--- config.mk ---
export PLATFORM = sky130hd
export DESIGN_NAME = modular_exponentiation_flat
export DESIGN_NICKNAME = d
export VERILOG_FILES = /design/src/mexp_pkg.sv /design/src/mexp_in_if.sv /design/src/mexp_out_if.sv /design/src/modular_exponentiation.sv /design/src/flat_wrapper.sv
export VERILOG_INCLUDE_DIRS = /design/src /design/src/src
export SDC_FILE = /design/constraint.sdc
export NUM_CORES = 2
export LEC_CHECK = 0
export BUFFER_PORTS_ARGS = -buffer_cell sky130_fd_sc_hd__buf_4
export CORE_ASPECT_RATIO = 0.5
export CORE_MARGIN = 2
export CORE_UTILIZATION = 56
export DETAILED_ROUTE_END_ITERATION = 10
export GPL_TIMING_DRIVEN = 1
export PLACE_DENSITY = 0.76
export SKIP_CTS_REPAIR_TIMING = 1
export SLEW_MARGIN = 20
export SYNTH_ARGS = -nofsm -noshare
export SYNTH_HDL_FRONTEND = slang
export SYNTH_SLANG_ARGS = --single-unit
--- constraint.sdc ---
create_clock -name clk -period 7.44 [get_ports clk]
set_input_delay 0.372 -clock clk [delete_from_list [all_inputs] [get_ports clk]]
set_output_delay 0.372 -clock clk [all_outputs]
set_load 0.1 [all_outputs]
--- src/assert_macros.svh ---
// Assertion helpers for any file that checks its own logic.
// Each check is sampled on the rising edge of clk and is switched off during reset.
`ifndef ASSERT_MACROS_SVH
`define ASSERT_MACROS_SVH

// Check that a property holds at every clock edge.
`define ASSERT_CLK(label, prop, msg) \
    label: assert property (@(posedge clk) disable iff (!rst_n) (prop)) else $error(msg);

// Check that a condition leads to a consequence in the next cycle.
`define ASSERT_NEXT(label, ante, cons, msg) \
    `ASSERT_CLK(label, (ante) |=> (cons), msg)

`endif

--- src/mexp_pkg.sv ---
package mexp_pkg;

    // Field widths
    localparam int MOD_W = 31;
    localparam int EXP_W = 63;
    localparam int DIV_W = 63;
    localparam int CNT_W = 6;

    localparam logic [MOD_W-1:0] MODULUS_RESET = 31'd1000000007;

    typedef struct packed {
        logic [EXP_W-1:0] base_value;
        logic [EXP_W-1:0] exponent;
    } mexp_in_t;

    typedef struct packed {
        logic [MOD_W-1:0] power_result;
    } mexp_out_t;

    // Sequencer states
    typedef enum logic [1:0] {
        S_IDLE,
        S_REDUCE,
        S_STEP,
        S_MUL
    } mexp_state_t;

    // What the reduction unit is working on
    typedef enum logic [1:0] {
        OP_BASE,
        OP_ACC,
        OP_SQR
    } mexp_op_t;

endpackage

--- src/mexp_in_if.sv ---
interface mexp_in_if import mexp_pkg::*; ();
    logic     valid;
    logic     ready;
    mexp_in_t data;

    modport source (output valid, output data, input ready);
    modport sink (input valid, input data, output ready);
endinterface

--- src/mexp_out_if.sv ---
interface mexp_out_if import mexp_pkg::*; ();
    logic      valid;
    logic      ready;
    mexp_out_t data;

    modport source (output valid, output data, input ready);
    modport sink (input valid, input data, output ready);
endinterface

--- src/modular_exponentiation.sv ---
// Modular exponentiation: each operand transfer carries a base and an exponent, and one
// result transfer returns base^exponent mod modulus, where modulus is the register written
// through cfg_we/cfg_wdata (reset value 1000000007; a written zero acts as 1). An exponent
// of zero gives 1. Exponent bits at or above EXP_BITS are ignored. The block works on one
// item at a time with a single 31x31 multiplier and a bit-serial restoring remainder unit
// that retires one dividend bit per cycle. The base is reduced first, and each multiply or
// squaring is followed by its own reduction. With k the index of the top set exponent bit
// plus one and p the number of set bits, an item needs p multiplies and k - 1 squarings.
// A finished item holds until the previous result has been taken by the sink.
// The finished result sits in an output register, so the next operand may be taken while
// it waits for the sink.
`include "assert_macros.svh"

module modular_exponentiation import mexp_pkg::*; #(
    parameter int EXP_BITS = 63
) (
    input  logic             clk,
    input  logic             rst_n,
    input  logic             cfg_we,
    input  logic [MOD_W-1:0] cfg_wdata,
    mexp_in_if.sink          operand,
    mexp_out_if.source       result
);

    localparam logic [EXP_W-1:0] EXP_MASK = {EXP_W{1'b1}} >> (EXP_W - EXP_BITS);

    mexp_state_t      state_reg, state_next;
    mexp_op_t         op_reg, op_next;
    logic [MOD_W-1:0] modulus_reg;
    logic [MOD_W-1:0] m_reg, m_next;
    logic [EXP_W-1:0] e_reg, e_next;
    logic [MOD_W-1:0] acc_reg, acc_next;
    logic [MOD_W-1:0] b_reg, b_next;
    logic [DIV_W-1:0] div_reg, div_next;
    logic [MOD_W-1:0] rem_reg, rem_next;
    logic [CNT_W-1:0] cnt_reg, cnt_next;
    logic             out_valid_reg, out_valid_next;
    logic [MOD_W-1:0] out_data_reg, out_data_next;

    logic [MOD_W:0]     trial;
    logic [MOD_W:0]     trial_diff;
    logic [MOD_W-1:0]   red_rem;
    logic [MOD_W-1:0]   mul_a;
    logic [2*MOD_W-1:0] product;

    // Remainder unit: shift in one dividend bit, subtract the modulus if it fits
    assign trial      = {rem_reg, div_reg[DIV_W-1]};
    assign trial_diff = trial - {1'b0, m_reg};
    assign red_rem    = (trial >= {1'b0, m_reg}) ? trial_diff[MOD_W-1:0] : trial[MOD_W-1:0];

    // Shared multiplier
    assign mul_a   = (op_reg == OP_ACC) ? acc_reg : b_reg;
    assign product = mul_a * b_reg;

    assign operand.ready     = (state_reg == S_IDLE);
    assign result.valid      = out_valid_reg;
    assign result.data.power_result = out_data_reg;

    // Sequencer: next state and datapath loads
    always_comb
    begin
        state_next     = state_reg;
        op_next        = op_reg;
        m_next         = m_reg;
        e_next         = e_reg;
        acc_next       = acc_reg;
        b_next         = b_reg;
        div_next       = div_reg;
        rem_next       = rem_reg;
        cnt_next       = cnt_reg;
        out_valid_next = out_valid_reg;
        out_data_next  = out_data_reg;

        // Drop the result once the sink takes it
        if (result.ready)
        begin
            out_valid_next = 1'b0;
        end

        unique case (state_reg)
            S_IDLE:
            begin
                if (operand.valid)
                begin
                    m_next     = (modulus_reg == '0) ? MOD_W'(1) : modulus_reg;
                    e_next     = operand.data.exponent & EXP_MASK;
                    acc_next   = MOD_W'(1);
                    div_next   = operand.data.base_value;
                    rem_next   = '0;
                    cnt_next   = '0;
                    op_next    = OP_BASE;
                    state_next = S_REDUCE;
                end
            end
            S_REDUCE:
            begin
                rem_next = red_rem;
                div_next = {div_reg[DIV_W-2:0], 1'b0};
                cnt_next = cnt_reg + CNT_W'(1);
                if (cnt_reg == CNT_W'(DIV_W - 1))
                begin
                    unique case (op_reg)
                        OP_ACC:
                        begin
                            acc_next = red_rem;
                            e_next   = {e_reg[EXP_W-1:1], 1'b0};
                        end
                        OP_SQR:
                        begin
                            b_next = red_rem;
                            e_next = {1'b0, e_reg[EXP_W-1:1]};
                        end
                        default:
                        begin
                            b_next = red_rem;
                        end
                    endcase
                    state_next = S_STEP;
                end
            end
            S_STEP:
            begin
                priority if (e_reg == '0)
                begin
                    // Hold until the output register is free
                    if (!out_valid_reg || result.ready)
                    begin
                        out_valid_next = 1'b1;
                        out_data_next  = acc_reg;
                        state_next     = S_IDLE;
                    end
                end
                else if (e_reg[0])
                begin
                    op_next    = OP_ACC;
                    state_next = S_MUL;
                end
                else
                begin
                    op_next    = OP_SQR;
                    state_next = S_MUL;
                end
            end
            S_MUL:
            begin
                div_next   = {1'b0, product};
                rem_next   = '0;
                cnt_next   = '0;
                state_next = S_REDUCE;
            end
            default:
            begin
                state_next = S_IDLE;
            end
        endcase
    end

    // Control registers
    always_ff @(posedge clk or negedge rst_n)
    begin
        if (!rst_n)
        begin
            state_reg     <= S_IDLE;
            op_reg        <= OP_BASE;
            out_valid_reg <= 1'b0;
            modulus_reg   <= MODULUS_RESET;
        end
        else
        begin
            state_reg     <= state_next;
            op_reg        <= op_next;
            out_valid_reg <= out_valid_next;
            if (cfg_we)
            begin
                modulus_reg <= cfg_wdata;
            end
        end
    end

    // Datapath registers
    always_ff @(posedge clk)
    begin
        m_reg        <= m_next;
        e_reg        <= e_next;
        acc_reg      <= acc_next;
        b_reg        <= b_next;
        div_reg      <= div_next;
        rem_reg      <= rem_next;
        cnt_reg      <= cnt_next;
        out_data_reg <= out_data_next;
    end

    `ASSERT_CLK(a_rem_below_mod, (state_reg == S_REDUCE) |-> (rem_reg < m_reg),
        "partial remainder reached the modulus")
    `ASSERT_CLK(a_acc_reduced, (state_reg == S_STEP) |-> (acc_reg < m_reg || acc_reg == 1),
        "running result not reduced")
    `ASSERT_NEXT(a_busy_after_take, operand.valid && operand.ready, !operand.ready,
        "operand taken while an item is in flight")
    `ASSERT_NEXT(a_result_from_step, !out_valid_reg && !(state_reg == S_STEP), !out_valid_reg,
        "result appeared without a finished item")

endmodule
--- src/flat_wrapper.sv ---
// flat-port wrapper written by rule: the top's interface ports become plain ports
module modular_exponentiation_flat import mexp_pkg::*;
#(
    parameter int EXP_BITS = 63
)
  (clk, rst_n, cfg_we, cfg_wdata, operand_valid, operand_data, operand_ready, result_valid, result_data, result_ready);
  mexp_in_if operand_i ();
  mexp_out_if result_i ();
  input  logic clk;
  input  logic rst_n;
  input  logic cfg_we;
  input  logic [MOD_W-1:0] cfg_wdata;
  input wire logic [$bits(operand_i.valid)-1:0] operand_valid;
  input wire logic [$bits(operand_i.data)-1:0] operand_data;
  output wire logic [$bits(operand_i.ready)-1:0] operand_ready;
  output wire logic [$bits(result_i.valid)-1:0] result_valid;
  output wire logic [$bits(result_i.data)-1:0] result_data;
  input wire logic [$bits(result_i.ready)-1:0] result_ready;
  assign operand_i.valid = operand_valid;
  assign operand_i.data = operand_data;
  assign operand_ready = operand_i.ready;
  assign result_valid = result_i.valid;
  assign result_data = result_i.data;
  assign result_i.ready = result_ready;
  modular_exponentiation #(.EXP_BITS(EXP_BITS)) u_core (.clk(clk), .rst_n(rst_n), .cfg_we(cfg_we), .cfg_wdata(cfg_wdata), .operand(operand_i), .result(result_i));
endmodule
==> results <==
- Cell internal power was estimated by the tool at 0.00297 W.
- Registers are responsible for 52.9% of the overall power.
- The post-synthesis net count is 5890.
- 195 I/O pins were placed.
- The post-synthesis to final-layout area growth is 20.7%.
- The final critical delay including setup and external delays is 8300 ps.
- The final reports fail on setup timing.
- The largest stage delay on the critical path is 560 ps.
- The library cells used most frequently in the layout, excluding fill and tap cells, are 802 x sky130_fd_sc_hd__fa_1, 795 x sky130_fd_sc_hd__inv_1, 579 x sky130_fd_sc_hd__buf_4.
- The via count of the first global-routing pass is 36.8k.
- The routed design has 137 mm of wire.
- The cell class contributing the biggest share of worst-path delay is adder cells.
- At the worst endpoint, the required time is 7770 ps.
- The maximum fanout encountered on the critical timing path is 7.
- The average vias per placed instance is 5.78.
- The share of synthesized area occupied by flip-flops and latches is 20.7%.
- The synthesized area per cell is 10.0 sq um.
- Counting flops and latches in the post-synthesis netlist gives 323.
- The routed layout has 35.7k vias.
- The clock power share is 44.2%.
- The starting utilization of the core area is 56.4%.
- Yosys mapped a number of flops with a built-in enable equal to 287.
- Registers take 9540 sq um.
- The nature of the critical path startpoint is a flip-flop.
- In this run the number of H-tree levels came out at 1.
- The die span in x is 409 microns.
- In this run the remaining antenna-violating nets after routing total 0.
- The analysis attributes to cell leakage a power of 26.2 nW.
- The number of clock buffers added by TritonCTS is 31.
- The kind of critical path is reg2reg.
- Leaving out fill and tap cells, the most frequent cell in the layout is sky130_fd_sc_hd__fa_1.
- The worst setup path is captured at a flip-flop.
- The repair_antennas step left the layout with diodes totalling 0.
- The number of max-slew violations in the final report is 0.
- After routing, the total negative slack on setup checks comes to -22260 ps.
- The congestion estimate from routability-driven global placement came to 0.977.
- Net switching is 20.9% of the power.
- The die area is 84600 sq um.
- The final number of hold-violating endpoints is 0.
- The cell that appears most often on the critical path is sky130_fd_sc_hd__fa_1.
- Entering global routing, the biggest net connects 102 pins.
- The flow ran to the end, but the final reports show violations.
- The filler cells instantiated in the layout total 5881.
- The worst clock skew is 24.7 ps.
- The global route total overflow is 0.
- The maximum clock frequency is 121 MHz.
- Of the total power, combinational logic draws 2.9%.
- The post-synthesis async set-or-reset flop share is 11.1%.
- In this run the power spent charging and discharging nets is 0.000787 W.
- The area occupied by multi-input gates is 33800 sq um.
- The number of standard cells after synthesis is 4598.
- The register clock-pin slew on the reported worst setup and hold paths is 70 ps.
- For this design, the slowest cell found on the critical path is sky130_fd_sc_hd__fa_2.
- The first global-routing pass estimated 198 mm of wire.
- The final HPWL from detailed placement is 103 mm.
- The prevailing post-synth register cell is sky130_fd_sc_hd__edfxtp_1.
- The floorplan step defined a core boundary enclosing 81500 sq um.
- Measured against its own limit, the worst slew margin works out to 24.4%.
- The CTS tree is done.
- Across the VDD grid, the largest voltage drop is 0.175 mV.
- At the pin with the least slew margin, the transition time is 1130 ps.
- The total of max-cap violations is 0.
- The mapped netlist covers 46000 sq um.
- After detailed routing, the number of remaining DRC violations is 0.
- The count of unique library cells instantiated by Yosys is 76.
- During placement, the flow inserted port buffers numbering 194.
- Setup repair after global routing could not meet its margin everywhere.
- The number of antenna violations at the first check in global routing is 8.
- The clock sink total is 323.
- The violation count after the first detailed-routing iteration is 3265.
- In this run the power density over the cells is 67.7 nW/um^2.
- The total of warnings raised by yosys is 0.
- The final layout net count is 6343.
- Setup violations remaining at the end of the flow were counted as 44.
- For this run, the share of the core covered by cells in the final layout is 68.1%.
- The critical path contains buffers and inverters numbering 12 combined.
- The die extent in y is 207 microns.
- The iteration count of the initial detailed-routing pass is 6.
- The final critical-path share of the clock period is 112%.
- Of the cells placed in the final design, the portion with a size suffix greater than 1 is 21.1%.
- The maximum number of buffers from clock root to sink is 3.
- The floorplan has 74 rows.
- The final setup slack of the worst path is -857 ps.
- The worst hold path belongs to the class in2reg.
- The worst-skew pair later-pin latency is 610 ps.
- The clock root buffer is sky130_fd_sc_hd__clkbuf_16.
- At the worst endpoint, the arrival time is 8630 ps.
- The global-route usage over all layers is 30.2%.
- The routed length per placed instance is 22.2 microns.
==> cell families after synthesis <==
| group | after synthesis | share of synthesized area [%] |
|---|---|---|
| adder cells (fa/ha/maj) | 1130 | 44.4 |
| XOR/XNOR | 81 | 1.54 |
| multiplexers | 65 | 1.57 |
| AO/OA/AOI/OAI | 526 | 7.79 |
| buffers and inverters | 1120 | 9.19 |
| flip-flops | 323 | 20.7 |
| AND/OR/NAND/NOR | 1353 | 14.7 |
==> cells in the mapped netlist (24+ instances only) <==
master	count	area share, %
sky130_fd_sc_hd__a21o_1	58	0.95
sky130_fd_sc_hd__nand2_1	616	5.0
sky130_fd_sc_hd__nor2_1	52	0.42
sky130_fd_sc_hd__and2_1	516	7.0
sky130_fd_sc_hd__clkbuf_1	284	2.3
sky130_fd_sc_hd__inv_1	821	6.7
sky130_fd_sc_hd__xor2_1	32	0.61
sky130_fd_sc_hd__nand3_1	30	0.33
sky130_fd_sc_hd__edfxtp_1	287	19
sky130_fd_sc_hd__nand4_1	26	0.35
sky130_fd_sc_hd__mux2_1	24	0.59
sky130_fd_sc_hd__nor4_1	24	0.33
sky130_fd_sc_hd__a22o_1	63	1.2
sky130_fd_sc_hd__o21a_1	29	0.47
sky130_fd_sc_hd__xnor2_1	49	0.93
sky130_fd_sc_hd__ha_1	292	7.9
sky130_fd_sc_hd__a21oi_1	96	1.0
sky130_fd_sc_hd__a22oi_1	54	0.88
sky130_fd_sc_hd__o21ai_0	67	0.73
sky130_fd_sc_hd__mux2_2	32	0.78
sky130_fd_sc_hd__fa_1	838	36
sky130_fd_sc_hd__o21ai_1	52	0.57
==> cell type report <==
class                           instances  share of cell area (%)
Clock buffer                           33                    1.41
Clock inverter                         25                   0.501
Inverter                              823                    5.59
Multi-Input combinational cell       3157                    60.8
Sequential cell                       323                    17.2
Tap cell                             1102                    2.48
Timing Repair Buffer                  715                    12.0
==> metrics by stage <==
step	std cells	setup slack (ps)	hold WS (ps)	instance area [sq um]	power, W
2_1_floorplan	4598	-24.1	76.4	46200	0.00205
3_3_place_gp	6009	-766	354	51500	0.00212
3_5_place_dp	6009	-944	360	51500	0.00213
4_1_cts	6067	-965	-298	52500	0.00377
5_1_grt	6178	-1030	-4.79	55500	0.00386
6_report	6178	-857	0.511	55500	0.00376
==> routing by layer <==
metal  vias up  GRT usage [%]  wire [microns]
li1      15300              -               -
met1     18100           40.5           51300
met2      1907           50.8           64400
met3       460           4.12           14700
met4         4           11.3            6850
met5         -              0              19
==> power by group through the flow <==
stage               clock [W]  sequential [W]  combinational [W]
floorplan                   0         0.00202          0.0000315
global placement            0         0.00203          0.0000953
detailed placement          0         0.00203          0.0000976
CTS                   0.00168         0.00199          0.0000981
global route          0.00176         0.00199           0.000116
finish                0.00166         0.00199           0.000108
==> worst paths after layout <==
kind / slack [ps] / endpoint / start / cells after the start
setup / recovery: -860 / u_core.div_reg[39] / u_core.op_reg[0] / 34
hold / removal: 0.5 / u_core.modulus_reg[10] / cfg_wdata[10] / 2
setup reg to reg: -860 / u_core.div_reg[39] / u_core.op_reg[0] / 34
hold reg to reg: 470 / u_core.m_reg[13] / u_core.modulus_reg[13] / 0
min in group asynchronous: 250 / u_core.modulus_reg[21] / rst_n / 2
max in group asynchronous: 6820 / u_core.op_reg[0] / rst_n / 2
No activity file was read; power rests on OpenSTA's default activity.
